File: src/rtl/plsa_pkg.sv
// Shared constants, operation codes and command/status types for the PLSA EM block.
// Used by plsa_div, plsa_ctrl, plsa_dp and plsa_em_iteration.
`default_nettype none
package plsa_pkg;

  localparam int USERS      = 64;
  localparam int NEWS_ITEMS = 256;
  localparam int TOPICS     = 8;

  localparam int UW  = 6;
  localparam int NW  = 8;
  localparam int KW  = 3;
  localparam int PW  = 16;
  localparam int SW  = 35;
  localparam int DNW = 32;
  localparam int DDW = 35;

  localparam logic [2:0] FN_WR_NT  = 3'd0;
  localparam logic [2:0] FN_WR_UT  = 3'd1;
  localparam logic [2:0] FN_WR_CK  = 3'd2;
  localparam logic [2:0] FN_EM     = 3'd3;
  localparam logic [2:0] FN_SCORE  = 3'd4;
  localparam logic [2:0] FN_RD_NT  = 3'd5;
  localparam logic [2:0] FN_RD_UT  = 3'd6;
  localparam logic [2:0] FN_UNUSED = 3'd7;

  localparam logic [4:0] OP_NONE     = 5'd0;
  localparam logic [4:0] OP_WR_NT    = 5'd1;
  localparam logic [4:0] OP_WR_UT    = 5'd2;
  localparam logic [4:0] OP_WR_CK    = 5'd3;
  localparam logic [4:0] OP_CLR_CK   = 5'd4;
  localparam logic [4:0] OP_CLR_NS   = 5'd5;
  localparam logic [4:0] OP_EM_INIT  = 5'd6;
  localparam logic [4:0] OP_USR_INIT = 5'd7;
  localparam logic [4:0] OP_CLR_ACC  = 5'd8;
  localparam logic [4:0] OP_DOT      = 5'd9;
  localparam logic [4:0] OP_BAD      = 5'd10;
  localparam logic [4:0] OP_QDIV     = 5'd11;
  localparam logic [4:0] OP_QACC     = 5'd12;
  localparam logic [4:0] OP_UDIV     = 5'd13;
  localparam logic [4:0] OP_UTW      = 5'd14;
  localparam logic [4:0] OP_NDIV     = 5'd15;
  localparam logic [4:0] OP_NTW      = 5'd16;
  localparam logic [4:0] OP_RES      = 5'd17;

  localparam logic [2:0] RES_ZERO   = 3'd0;
  localparam logic [2:0] RES_NT     = 3'd1;
  localparam logic [2:0] RES_UT     = 3'd2;
  localparam logic [2:0] RES_SCORE  = 3'd3;
  localparam logic [2:0] RES_STATUS = 3'd4;

  typedef struct packed {
    logic [4:0]    op;
    logic [2:0]    res;
    logic          load;
    logic [UW-1:0] u;
    logic [NW-1:0] n;
    logic [KW-1:0] k;
  } plsa_cmd_t;

  typedef struct packed {
    logic click;
    logic den_zero;
    logic div_done;
    logic out_free;
  } plsa_stat_t;

endpackage
`default_nettype wire

File: src/rtl/plsa_ctrl.sv
// Controller state machine: input handshake, clearing pass, table access, score and EM sequencing.
// Drives plsa_dp through plsa_pkg command and status structs.
`default_nettype none
module plsa_ctrl (
  input  logic                   clk,
  input  logic                   rst_n,
  input  logic                   in_valid,
  output logic                   in_ready,
  input  logic [2:0]             in_func,
  input  logic [5:0]             in_user_index,
  input  logic [7:0]             in_news_index,
  input  logic [2:0]             in_topic_index,
  input  plsa_pkg::plsa_stat_t   st,
  output plsa_pkg::plsa_cmd_t    cmd
);
  import plsa_pkg::*;

  localparam logic [4:0] S_INIT  = 5'd0;
  localparam logic [4:0] S_IDLE  = 5'd1;
  localparam logic [4:0] S_WR    = 5'd2;
  localparam logic [4:0] S_RD    = 5'd3;
  localparam logic [4:0] S_DOT   = 5'd4;
  localparam logic [4:0] S_DW1   = 5'd5;
  localparam logic [4:0] S_DW2   = 5'd6;
  localparam logic [4:0] S_RES   = 5'd7;
  localparam logic [4:0] S_EMI   = 5'd8;
  localparam logic [4:0] S_NSCLR = 5'd9;
  localparam logic [4:0] S_UBEG  = 5'd10;
  localparam logic [4:0] S_CKRD  = 5'd11;
  localparam logic [4:0] S_CKCHK = 5'd12;
  localparam logic [4:0] S_DEN   = 5'd13;
  localparam logic [4:0] S_QDIV  = 5'd14;
  localparam logic [4:0] S_QWAIT = 5'd15;
  localparam logic [4:0] S_QACC  = 5'd16;
  localparam logic [4:0] S_UDIV  = 5'd17;
  localparam logic [4:0] S_UWAIT = 5'd18;
  localparam logic [4:0] S_UTW   = 5'd19;
  localparam logic [4:0] S_NRD   = 5'd20;
  localparam logic [4:0] S_NDIV  = 5'd21;
  localparam logic [4:0] S_NWAIT = 5'd22;
  localparam logic [4:0] S_NTW   = 5'd23;

  logic [4:0]    state_r, state_nxt;
  logic [2:0]    func_r, func_nxt;
  logic          ok_r, ok_nxt;
  logic [UW-1:0] u_r, u_nxt;
  logic [NW-1:0] n_r, n_nxt;
  logic [KW-1:0] k_r, k_nxt;
  logic          u_last, n_last, k_last;
  logic          uok, nok, tok;

  assign u_last = u_r == UW'(USERS - 1);
  assign n_last = n_r == NW'(NEWS_ITEMS - 1);
  assign k_last = k_r == KW'(TOPICS - 1);
  assign uok = int'(in_user_index) < USERS;
  assign nok = int'(in_news_index) < NEWS_ITEMS;
  assign tok = int'(in_topic_index) < TOPICS;

  always_comb begin
    state_nxt = state_r;
    func_nxt  = func_r;
    ok_nxt    = ok_r;
    u_nxt     = u_r;
    n_nxt     = n_r;
    k_nxt     = k_r;
    in_ready  = 1'b0;
    cmd.op    = OP_NONE;
    cmd.res   = RES_ZERO;
    cmd.load  = 1'b0;
    cmd.u     = u_r;
    cmd.n     = n_r;
    cmd.k     = k_r;
    case (state_r)
      S_INIT: begin
        cmd.op = OP_CLR_CK;
        if (n_last) begin
          n_nxt = '0;
          if (u_last) begin
            u_nxt     = '0;
            state_nxt = S_IDLE;
          end else begin
            u_nxt = u_r + 1'b1;
          end
        end else begin
          n_nxt = n_r + 1'b1;
        end
      end
      S_IDLE: begin
        in_ready = 1'b1;
        cmd.op   = OP_CLR_ACC;
        if (in_valid) begin
          cmd.load = 1'b1;
          func_nxt = in_func;
          u_nxt    = in_user_index;
          n_nxt    = in_news_index;
          k_nxt    = (in_func == FN_SCORE) ? '0 : in_topic_index;
          case (in_func)
            FN_WR_NT, FN_RD_NT: ok_nxt = nok && tok;
            FN_WR_UT, FN_RD_UT: ok_nxt = uok && tok;
            FN_WR_CK, FN_SCORE: ok_nxt = uok && nok;
            default:            ok_nxt = 1'b1;
          endcase
          case (in_func)
            FN_EM:                        state_nxt = S_EMI;
            FN_SCORE:                     state_nxt = (uok && nok) ? S_DOT : S_RES;
            FN_RD_NT, FN_RD_UT:           state_nxt = S_RD;
            FN_WR_NT, FN_WR_UT, FN_WR_CK: state_nxt = S_WR;
            default:                      state_nxt = S_RES;
          endcase
        end
      end
      S_WR: begin
        if (ok_r) begin
          case (func_r)
            FN_WR_NT: cmd.op = OP_WR_NT;
            FN_WR_UT: cmd.op = OP_WR_UT;
            FN_WR_CK: cmd.op = OP_WR_CK;
            default:  cmd.op = OP_NONE;
          endcase
        end
        state_nxt = S_RES;
      end
      S_RD: state_nxt = S_RES;
      S_DOT: begin
        cmd.op = OP_DOT;
        if (k_last) begin
          state_nxt = S_DW1;
        end else begin
          k_nxt = k_r + 1'b1;
        end
      end
      S_DW1: state_nxt = S_DW2;
      S_DW2: state_nxt = (func_r == FN_EM) ? S_DEN : S_RES;
      S_RES: begin
        if (st.out_free) begin
          cmd.op = OP_RES;
          case (func_r)
            FN_EM:    cmd.res = RES_STATUS;
            FN_SCORE: cmd.res = ok_r ? RES_SCORE : RES_ZERO;
            FN_RD_NT: cmd.res = ok_r ? RES_NT : RES_ZERO;
            FN_RD_UT: cmd.res = ok_r ? RES_UT : RES_ZERO;
            default:  cmd.res = RES_ZERO;
          endcase
          state_nxt = S_IDLE;
        end
      end
      S_EMI: begin
        cmd.op    = OP_EM_INIT;
        n_nxt     = '0;
        k_nxt     = '0;
        state_nxt = S_NSCLR;
      end
      S_NSCLR: begin
        cmd.op = OP_CLR_NS;
        if (k_last) begin
          k_nxt = '0;
          if (n_last) begin
            n_nxt     = '0;
            u_nxt     = '0;
            state_nxt = S_UBEG;
          end else begin
            n_nxt = n_r + 1'b1;
          end
        end else begin
          k_nxt = k_r + 1'b1;
        end
      end
      S_UBEG: begin
        cmd.op    = OP_USR_INIT;
        state_nxt = S_CKRD;
      end
      S_CKRD: state_nxt = S_CKCHK;
      S_CKCHK: begin
        k_nxt = '0;
        if (st.click) begin
          cmd.op    = OP_CLR_ACC;
          state_nxt = S_DOT;
        end else if (n_last) begin
          state_nxt = S_UDIV;
        end else begin
          n_nxt     = n_r + 1'b1;
          state_nxt = S_CKRD;
        end
      end
      S_DEN: begin
        k_nxt = '0;
        if (st.den_zero) begin
          cmd.op = OP_BAD;
          if (n_last) begin
            state_nxt = S_UDIV;
          end else begin
            n_nxt     = n_r + 1'b1;
            state_nxt = S_CKRD;
          end
        end else begin
          state_nxt = S_QDIV;
        end
      end
      S_QDIV: begin
        cmd.op    = OP_QDIV;
        state_nxt = S_QWAIT;
      end
      S_QWAIT: if (st.div_done) state_nxt = S_QACC;
      S_QACC: begin
        cmd.op = OP_QACC;
        if (k_last) begin
          k_nxt = '0;
          if (n_last) begin
            state_nxt = S_UDIV;
          end else begin
            n_nxt     = n_r + 1'b1;
            state_nxt = S_CKRD;
          end
        end else begin
          k_nxt     = k_r + 1'b1;
          state_nxt = S_QDIV;
        end
      end
      S_UDIV: begin
        cmd.op    = OP_UDIV;
        state_nxt = S_UWAIT;
      end
      S_UWAIT: if (st.div_done) state_nxt = S_UTW;
      S_UTW: begin
        cmd.op = OP_UTW;
        if (k_last) begin
          k_nxt = '0;
          n_nxt = '0;
          if (u_last) begin
            state_nxt = S_NRD;
          end else begin
            u_nxt     = u_r + 1'b1;
            state_nxt = S_UBEG;
          end
        end else begin
          k_nxt     = k_r + 1'b1;
          state_nxt = S_UDIV;
        end
      end
      S_NRD: state_nxt = S_NDIV;
      S_NDIV: begin
        cmd.op    = OP_NDIV;
        state_nxt = S_NWAIT;
      end
      S_NWAIT: if (st.div_done) state_nxt = S_NTW;
      S_NTW: begin
        cmd.op = OP_NTW;
        if (n_last) begin
          n_nxt = '0;
          if (k_last) begin
            state_nxt = S_RES;
          end else begin
            k_nxt     = k_r + 1'b1;
            state_nxt = S_NRD;
          end
        end else begin
          n_nxt     = n_r + 1'b1;
          state_nxt = S_NRD;
        end
      end
      default: state_nxt = S_IDLE;
    endcase
  end

  always_ff @(posedge clk) begin
    if (!rst_n) begin
      state_r <= S_INIT;
      func_r  <= FN_WR_NT;
      ok_r    <= 1'b0;
      u_r     <= '0;
      n_r     <= '0;
      k_r     <= '0;
    end else begin
      state_r <= state_nxt;
      func_r  <= func_nxt;
      ok_r    <= ok_nxt;
      u_r     <= u_nxt;
      n_r     <= n_nxt;
      k_r     <= k_nxt;
    end
  end

endmodule
`default_nettype wire

File: config.mk
export PLATFORM = sky130hd
export DESIGN_NAME = plsa_ctrl
export DESIGN_NICKNAME = d
export VERILOG_FILES = /design/src/rtl/plsa_pkg.sv /design/src/rtl/plsa_ctrl.sv
export SDC_FILE = /design/constraint.sdc
export NUM_CORES = 1
export LEC_CHECK = 0
export ABC_AREA = 1
export BUFFER_PORTS_ARGS = -buffer_cell sky130_fd_sc_hd__buf_2
export CAP_MARGIN = 0
export CORE_MARGIN = 2
export CORE_UTILIZATION = 55
export CTS_BUF_LIST = sky130_fd_sc_hd__clkbuf_8
export DETAILED_ROUTE_END_ITERATION = 16
export PLACE_DENSITY = 0.85
export SYNTH_ARGS = -nofsm -noshare
export SYNTH_HDL_FRONTEND = slang
export SYNTH_SLANG_ARGS = --single-unit
File: constraint.sdc
create_clock -name clk -period 2.1 [get_ports clk]
set_input_delay 0.525 -clock clk [delete_from_list [all_inputs] [get_ports clk]]
set_output_delay 0.525 -clock clk [all_outputs]
set_load 0.005 [all_outputs]
==> results of run 1 <==
==> final cells by class <==
cell class	instances	area, µm²
well taps	52	65.1
fillers	393	1310
inverters	52	200
multi-input cells	359	1810
clock inverters	1	30.0
flip-flops and latches	26	536
repair buffers	72	424
clock buffers	3	41.3
==> cells by family (layout without fill, tap and decap cells) <==
logic type	after synthesis	in the layout	share of synthesized area
adders and majority gates	5	5	0.0244
and+or+nand+nor	284	284	0.514
xor gates and xnor gates	8	8	0.0274
buffers and inverters	61	128	0.102
AOI/OAI and AO/OA	62	62	0.129
DFF	26	26	0.203
==> worst register-to-register path, cell delays in order (launching register included) <==
cell and delay (ns):
dfxtp_1 0.40, ha_1 0.21, nand3_1 0.15, inv_1 0.11, nand2_1 0.10, nand2_1 0.08
nand2_1 0.08, nor2_4 0.16, buf_4 0.15, nand2_4 0.09, or2_1 0.22, a21oi_1 0.12
==> routing by layer <==
layer	routed length, µm	track usage	vias up	part of all wire
met4	423	0.126	0	0.049
met3	801	0.0667	56	0.094
met1	3550	0.411	1474	0.41
met5	0	0	-	0
met2	3780	0.535	192	0.44
li1	-	-	1591	-
==> how the worst max path moves through the flow <==
stage                     from          to  slack [ns]  cells after the start
floorplan               n_r[0]  state_r[0]        0.41                     12
global placement    state_r[0]     cmd[24]         0.1                      6
detailed placement  state_r[0]      n_r[1]        0.09                     11
CTS                 state_r[1]     cmd[24]       -0.03                      5
global route        state_r[3]     cmd[24]       -0.08                      6
finish              state_r[3]     cmd[24]      -0.008                      5
==> flip-flops by register name (all words and copies together), names as in the netlist <==
name     cells
func_r       3
k_r          3
n_r          8
ok_r         1
state_r      5
u_r          6
==> power breakdown <==
| part | internal [W] | switching (W) |
|---|---|---|
| clock network | 0.000256 | 0.000180 |
| logic | 0.0000391 | 0.0000434 |
| registers | 0.000493 | 0.00000590 |
==> stage by stage <==
stage | setup slack (ns) | instances | TNS, ns | instance area, µm²
floorplan | 0.405 | 446 | 0 | 2560
global placement | 0.0962 | 554 | 0 | 2930
global route | -0.0758 | 565 | -0.225 | 3110
finish | -0.00777 | 565 | -0.0111 | 3110
CTS | -0.0344 | 558 | -0.0344 | 3010
detailed placement | 0.0860 | 554 | 0 | 2930
==> cell usage after synthesis (all sizes together) <==
| library cell | n | area [µm²] |
|---|---|---|
| buf | 7 | 56.3 |
| nand3 | 58 | 310 |
| and2 | 1 | 6.26 |
| xnor2 | 2 | 17.5 |
| nand4 | 13 | 81.3 |
| nand3b | 2 | 15.0 |
| nand2 | 125 | 497 |
| ha | 5 | 62.6 |
| inv | 52 | 198 |
| o22ai | 2 | 12.5 |
| dfxtp | 26 | 521 |
| nor3 | 7 | 35.0 |
| o21ai | 25 | 125 |
| xor2 | 6 | 52.6 |
| o211ai | 1 | 7.51 |
| o2111a | 1 | 11.3 |
| nor2 | 76 | 358 |
| or2 | 1 | 6.26 |
| clkbuf | 2 | 7.51 |
| a21oi | 30 | 150 |
| and3 | 1 | 6.26 |
| a21boi | 1 | 7.51 |
| o21a | 2 | 15.0 |
==> timing repair <==
| item | in CTS | in global routing |
|---|---|---|
| endpoints found under the setup margin | 8 | 11 |
| pin swaps | 1 | 5 |
| setup buffers | 0 | 7 |
| gates resized for setup | 7 | 12 |
| gates cloned | 0 | 0 |
==> out/qor.yml, run 1 <==
synth-seq-cells: 26
clkSinkCount: 26
cts_tree: "built"
clk-insertion-delay-late_ns: 0.28
status: "complete, but fails checks"
hold_buffers: 0
dieArea_mm2: 0.00521
area_growth_pct: 21.4
violations: "setup timing"
layout_common_cells: "nand2_1 (117), nor2_1 (63), nand3_1 (54), buf_2 (53), inv_1 (47)"
cpMaxStageDelayCell: "dfxtp_4"
synthDistinctLibCells: 32
core-area_mm2: 0.00441
final_common_cell: "nand2_1"
crit_fanout: 8
finalSetupViolations: 2
pin_count: 54
r2r-start: "n_r[1]"
hp-class: "input pin to flop"
grt_start_max_net_pins: 16
start_util: 0.580
htreeDepth: 1
rr_endpoint: "u_r[0]"
tightest_slew_ns: 0.526
grt_pass1_wl_mm: 13.4
max_cap_violations: 0
power_density_mw_per_mm2: 327
grt_pass1_vias: 2931
cp_num_buf_inv: 1
vias_per_cell: 5.86
hold_viol: 0
dr.first_iter.drc_count: 342
worstSetupStartpointType: "flop"
antenna_found_initial: 0
hold_end: "u_r[5]"
worstPathArrival_ns: 1.58
worstSetupPathType: "flop to primary output"
syn_inst: 446
slew_headroom: 0.649
slew_viol_final: 0
ctsLongestPathBuffers: 2
antenna_left: 0
power.leakage_nw: 1.68
grt_overflow: 0
drt-total-wl_mm: 8.56
nets: 546
syn_nets: 478
track_usage: 0.323
hold_slack_ns: 0.504
seq_area_frac_synth: 0.203
max_freq_mhz: 474
clk_pin_slew_worst_paths_ns: 0.10
avgRoutedWirePerCell_um: 15.1
avgSynthCellArea_um2: 5.74
die_w_um: 72.2
period_share: 1.00
fin_util: 0.704
finalCriticalPeriod_ns: 2.11
hold_depth: 3
portBuffers: 53
layout-drive-gt1-share: 0.216
fp-row-count: 24
antenna_cells: 0
worstHoldStart: "in_user_index[5]"
rrSetupSlack_ns: 0.16
cpLargestDelayFamily: "simple AND/OR/NAND/NOR gates"
fp.dieH_um: 72.2
vias: 3313
first_pass_iters: 8
ir_drop_uv: 240
layout_setup_ws_ns: -0.00777
cp_data_required_time_ns: 1.57
endpoint_kind: "primary output"
synth_area_mm2: 0.00256
p_total_w: 0.00102
place_congestion: 1.04
ys_warn_count: 0
skew_ns: 0.00235
grt_setup_unrepaired: "true"
root_buffer: "clkbuf_8"
crit_chain: "nor2_4, nand3_4, and3_1, nand4_1, buf_2"
max_stage_delay_ns: 0.40
drc: 0
ff2ff_path_depth: 11
numCtsBuffers: 3
place_hpwl_mm: 6.43
No activity file was read; power rests on OpenSTA's default activity.
==> run 2, diff against run 1 <==
--- a/config.mk
+++ b/config.mk
@@ -8,10 +8,12 @@
 export ABC_AREA = 1
 export BUFFER_PORTS_ARGS = -buffer_cell sky130_fd_sc_hd__buf_2
 export CAP_MARGIN = 0
+export CORE_ASPECT_RATIO = 0.9
 export CORE_MARGIN = 2
 export CORE_UTILIZATION = 55
 export CTS_BUF_LIST = sky130_fd_sc_hd__clkbuf_8
 export DETAILED_ROUTE_END_ITERATION = 16
+export MAX_ROUTING_LAYER = met4
 export PLACE_DENSITY = 0.85
 export SYNTH_ARGS = -nofsm -noshare
 export SYNTH_HDL_FRONTEND = slang
==> run 2 against run 1 <==
  * The flow still finishes with violations (setup timing)
  * First-iteration DRC count rose by 52%
  * Design area rose by 2.8%
  * Worst setup slack got worse by 0.017 ns
  * Critical path depth rose by 1
  * Flip-flop and latch count did not move
  * Fmax fell by 0.79%
  * Sequential power barely moved
  * Global-route usage rose by 2.1 points
  * Critical endpoint unchanged
  * Largest power group unchanged
==> out/qor.yml, run 2 (same netlist as run 1, synthesis figures left out) <==
tightest_slew_ns: 0.578  # +0.0527 ns
clk_pin_slew_worst_paths_ns: 0.10  # about the same
r2r-start: "state_r[2]"
finalCriticalPeriod_ns: 2.12  # +0.0168 ns
layout_common_cells: "nand2_1 (115), nor2_1 (57), buf_2 (53), nand3_1 (52), inv_1 (46)"
pin_count: 54  # unchanged
final_common_cell: "nand2_1"
max_cap_violations: 0  # unchanged
area_growth_pct: 24.8
placed_cell_area_mm2: 0.00293  # unchanged
grt_start_max_net_pins: 15  # -1
max_freq_mhz: 471  # -0.79%
reg_top3: "n_r (8), u_r (6), state_r (5)"
core-area_mm2: 0.00446  # +1.0%
cp_data_required_time_ns: 1.57  # about the same
rr_endpoint: "n_r[1]"
ir_drop_uv: 286  # +19%
grt_pass1_vias: 2825  # -3.6%
slew_headroom: 0.614  # -0.0352
hp-class: "input pin to flop"
nets: 553  # +1.3%
regMostFlops: "n_r"
slew_viol_final: 0  # unchanged
track_usage: 0.344  # +0.0213
violations: "setup timing"
hold_buffers: 0  # unchanged
hold_slack_ns: 0.515  # +0.0103 ns
status: "complete, but fails checks"
ctsLongestPathBuffers: 2  # unchanged
rrSetupSlack_ns: 0.11  # -0.05 ns
cp_common_cell: "nand4_1"
grtUsageMet2: 0.509  # -0.0265
power.leakage_nw: 1.70  # +1.4%
grt_setup_unrepaired: "true"
grt_overflow: 0  # unchanged
hold_viol: 0  # unchanged
endpoint_kind: "primary output"
finalSetupViolations: 1  # -1
worstSetupStartpointType: "flop"
numCtsBuffers: 3  # unchanged
avgRoutedWirePerCell_um: 15.3  # +0.86%
cp_num_buf_inv: 2  # +1
fp-row-count: 23  # -4.2%
dr.first_iter.drc_count: 519  # +52%
die_w_um: 75.9  # +5.1%
setup.worst_path.end: "cmd[24]"
largest_reg_flops: 8  # unchanged
crit_start: "state_r[1]"
crit_fanout: 6  # -2
power_density_mw_per_mm2: 290  # -11%
finish.instance_area_mm2: 0.00319  # +2.8%
period_share: 1.01  # +0.00800
clkSinkCount: 26  # unchanged
antenna_left: 0  # unchanged
vias: 3405  # +2.8%
cts_tree: "built"
clk-insertion-delay-late_ns: 0.28  # about the same
vias_per_cell: 5.85  # -0.23%
crit_chain: "buf_6, nor2_4, nand4_1, and3_4, nand4_1, buf_2"
cpMaxStageDelayCell: "dfxtp_4"
ff2ff_path_depth: 12  # +1
grtUsageMet3: 0.0669  # +0.000194
skew_ns: 0.00658  # +0.00422 ns
worstPathArrival_ns: 1.60  # +0.02 ns
layout_setup_ws_ns: -0.0246  # -0.0168 ns
place_congestion: 1.12  # +7.4%
start_util: 0.574  # -0.00602
max_stage_delay_ns: 0.40  # about the same
top_usage_layer: "met2"
place_hpwl_mm: 6.66  # +3.6%
portBuffers: 53  # unchanged
fp.dieH_um: 68.7  # -4.8%
antenna_cells: 0  # unchanged
cpLargestDelayFamily: "simple AND/OR/NAND/NOR gates"
first_pass_iters: 6  # -2
num-fill-cells: 396  # +0.76%
layout-drive-gt1-share: 0.252  # +0.0355
worstSetupPathType: "flop to primary output"
crit_cells: 6  # +1
htreeDepth: 1  # unchanged
grt_pass1_wl_mm: 13.1  # -2.2%
dieArea_mm2: 0.00521  # about the same
root_buffer: "clkbuf_8"
drt-total-wl_mm: 8.89  # +3.9%
antenna_found_initial: 0  # unchanged
drc: 0  # unchanged
grt_use_met1: 0.468  # +0.0570
## run 2: cell types whose count changed in the layout (fill, tap and decap cells not counted), sizes merged
cell	delta
buf	+7
bufinv	-1
clkbuf	+1
## run 2: worst reg2reg max path, stage by stage (launching register included)
cell and delay [ns]:
dfxtp_4 0.39, nor2_4 0.27, buf_4 0.18, buf_4 0.11
nand3_1 0.13, nand2_1 0.14, nor2_1 0.07, nand2_1 0.06
nand2_1 0.08, nor2_4 0.19, nand2_1 0.10, nor2_1 0.13
nor2_1 0.06
## run 2: area by class of cell
class / count / area, µm² / area share
inverter: 52 / 198 / 0.0619
timing repair buffer: 79 / 468 / 0.147
multi-input combinational: 359 / 1860 / 0.582
tap: 62 / 77.6 / 0.0243
clock buffer: 4 / 55.1 / 0.0172
sequential: 26 / 537 / 0.168
## run 2: per-stage QoR
stage | setup TNS (ns) | instances | setup WS (ns) | util | power [W]
finish | -0.0246 | 582 | -0.0246 | 0.716 | 0.000927
global route | -0.237 | 582 | -0.0588 | 0.716 | 0.000959
global placement | 0 | 564 | 0.00368 | 0.656 | 0.000596
floorplan | 0 | 446 | 0.405 | - | 0.000550
detailed placement | 0 | 564 | 0.0736 | 0.656 | 0.000599
CTS | 0 | 572 | 0.00603 | 0.682 | 0.000934
## run 2: how the worst min path moves through the flow
stage	to	startpoint	depth (start not counted)
2_1_floorplan	ok_r	ok_r	2
3_3_place_gp	n_r[3]	n_r[3]	2
3_5_place_dp	n_r[7]	n_r[7]	2
4_1_cts	state_r[4]	st[1]	4
5_1_grt	func_r[1]	in_func[1]	3
6_report	state_r[4]	st[1]	4
## run 2: repair_timing
item	4_1_cts	5_1_grt
resized for setup	11	23
pin swaps	3	8
endpoints found under the setup margin	10	20
cloned	0	0
hold endpoints to repair	0	0
setup buffers	4	10
## run 2: where the power goes
| group | leakage, nW | total (W) | internal (W) | switching, W |
|---|---|---|---|---|
| logic | 1.46 | 0.0000849 | 0.0000394 | 0.0000455 |
| clock network | 0.0288 | 0.000341 | 0.000168 | 0.000173 |
| registers | 0.214 | 0.000501 | 0.000493 | 0.00000770 |
## run 2: routing by layer
layer  wire, µm  vias up
met1       3600     1488
met2       3900      263
met4        400        0
li1           -     1604
met3        997       50
met5          0        -
==> run 3, diff against run 2 <==
--- a/config.mk
+++ b/config.mk
@@ -12,7 +12,9 @@
 export CORE_MARGIN = 2
 export CORE_UTILIZATION = 55
 export CTS_BUF_LIST = sky130_fd_sc_hd__clkbuf_8
+export CTS_CLUSTER_SIZE = 8
 export DETAILED_ROUTE_END_ITERATION = 16
+export GPL_TIMING_DRIVEN = 0
 export MAX_ROUTING_LAYER = met4
 export PLACE_DENSITY = 0.85
 export SYNTH_ARGS = -nofsm -noshare
==> run 3 against run 2 <==
  * The flow still finishes with violations (setup timing)
  * Hold slack got worse by 0.011 ns
  * Via count barely moved
  * Highest routed layer unchanged
  * Critical path depth rose by 2
  * Critical endpoint unchanged
==> out/qor.yml, run 3 (same netlist as run 1, synthesis figures left out) <==
portBuffers: 53  # unchanged
grt_pass1_wl_mm: 12.9  # -1.5%
crit_start: "state_r[1]"
clkSinkCount: 26  # unchanged
cp_data_required_time_ns: 1.57  # about the same
layout-drive-gt1-share: 0.261  # +0.00903
slew_headroom: 0.558  # -0.0563
drc: 0  # unchanged
skew_ns: 0.00533  # -0.00125 ns
ctsLongestPathBuffers: 2  # unchanged
pwr-share-comb: 0.086  # -0.006
avgRoutedWirePerCell_um: 14.8  # -3.4%
intPower_w: 0.000703  # +0.26%
place_hpwl_mm: 6.24  # -6.4%
place_congestion: 1.04  # -7.3%
layout_setup_ws_ns: -0.0344  # -0.00979 ns
hp-class: "input pin to flop"
max_cap_violations: 0  # unchanged
root_buffer: "clkbuf_8"
worstSetupPathType: "flop to primary output"
antenna_cells: 0  # unchanged
power.leakage_nw: 1.74  # +2.1%
hold_viol: 0  # unchanged
max_stage_delay_ns: 0.34  # -0.06 ns
crit_fanout: 8  # +2
period_share: 1.02  # +0.00466
hold_slack_ns: 0.503  # -0.0110 ns
grt_overflow: 0  # unchanged
worstHoldStart: "st[1]"
dp_cells: 561  # -0.53%
seqPwrFrac: 0.544  # +0.004
track_usage: 0.336  # -0.00893
p_clk_frac: 0.371  # +0.003
start_util: 0.574  # unchanged
htreeDepth: 1  # unchanged
nets: 558  # +0.90%
dr.first_iter.drc_count: 447  # -14%
regMostFlops: "n_r"
ir_drop_uv: 256  # -10%
power.share.switching: 0.243  # -0.000999
num-fill-cells: 376  # -5.1%
core-area_mm2: 0.00446  # unchanged
clk-insertion-delay-late_ns: 0.28  # about the same
antenna_left: 0  # unchanged
endpoint_kind: "primary output"
largest_reg_flops: 8  # unchanged
cts_tree: "built"
dieArea_mm2: 0.00521  # unchanged
vias_per_cell: 5.80  # -0.88%
max_freq_mhz: 469  # -0.46%
grt_start_max_net_pins: 15  # unchanged
fp.dieH_um: 68.7  # unchanged
area_growth_pct: 29.6
crit_chain: "buf_8, inv_8, nand2_8, nor2_4, nand2_4, and3_1, nand4_1, buf_2"
antenna_found_initial: 0  # unchanged
tightest_slew_ns: 0.664  # +0.0851 ns
pin_count: 54  # unchanged
reg_top3: "n_r (8), u_r (6), state_r (5)"
violations: "setup timing"
worstSetupStartpointType: "flop"
drt-total-wl_mm: 8.66  # -2.6%
finalCriticalPeriod_ns: 2.13  # +0.00979 ns
cpMaxStageDelayCell: "dfxtp_2"
netSwitchingPower_w: 0.000225  # -0.28%
status: "complete, but fails checks"
grt_pass1_vias: 2819  # -0.21%
slew_viol_final: 0  # unchanged
clk_pin_slew_worst_paths_ns: 0.09  # about the same
p_total_w: 0.000928  # +0.13%
place_ws_ns: 0.0287  # -0.0450 ns
cpLargestDelayFamily: "simple AND/OR/NAND/NOR gates"
finalSetupViolations: 3  # +2
first_pass_iters: 5  # -1
grt_setup_unrepaired: "true"
cp_num_buf_inv: 3  # +1
numCtsBuffers: 3  # unchanged
r2r-start: "u_r[0]"
final_common_cell: "nand2_1"
power_density_mw_per_mm2: 280  # -3.6%
fin_util: 0.744  # +0.0278
fp-row-count: 23  # unchanged
worstPathArrival_ns: 1.61  # about the same
layout_common_cells: "nand2_1 (113), nand3_1 (53), nor2_1 (53), buf_2 (53), inv_1 (47)"
die_w_um: 75.9  # unchanged
final_cells: 587  # +0.86%
vias: 3404  # -0.029%
-- run 3: metrics by stage --
step,cell area [µm²],setup TNS (ns)
2_1_floorplan,2560,0
3_3_place_gp,2900,0
3_5_place_dp,2900,0
4_1_cts,3100,-0.266
5_1_grt,3320,-0.301
6_report,3320,-0.0832
-- run 3: power by group through the flow --
stage | sequential, W | combinational, W | clock [W]
6_report | 0.000505 | 0.0000794 | 0.000344
5_1_grt | 0.000506 | 0.0000906 | 0.000367
4_1_cts | 0.000504 | 0.0000784 | 0.000348
3_5_place_dp | 0.000517 | 0.0000780 | 0
3_3_place_gp | 0.000516 | 0.0000763 | 0
2_1_floorplan | 0.000516 | 0.0000344 | 0
-- run 3: per-layer routing --
layer  track usage  vias to the layer above  wire (µm)
met3        0.0538                       54        894
met5             -                        -          0
met1         0.448                     1517       3640
li1              -                     1620          -
met2         0.511                      213       3720
met4         0.121                        0        403
-- run 3: path summary, 6_finish.rpt --
check | end | slack [ns] | cells after the start
max | cmd[24] | -0.03 | 8
min | state_r[4] | 0.50 | 4
max reg2reg | state_r[3] | 0.11 | 9
min reg2reg | n_r[7] | 0.53 | 2
-- run 3: what timing repair did --
action | in CTS | in global routing
buffers inserted | 7 | 15
setup endpoints to repair | 8 | 26
gates resized for setup | 18 | 33
pin swaps | 6 | 8
hold buffers | 0 | 0
-- run 3: final cells by class --
class / instances / area, µm² / area share
clock buffer: 4 / 55.1 / 0.0166
buffer: 9 / 90.1 / 0.0272
multi-input combinational: 359 / 1900 / 0.573
timing repair buffer: 75 / 455 / 0.137
sequential: 26 / 529 / 0.160
inverter: 52 / 208 / 0.0626
tap: 62 / 77.6 / 0.0234
-- run 3: worst min-delay path: cells and delay by family --
kind,cells,cell delay (ns)
buf+inv,2,0.13
compound gates,2,0.09
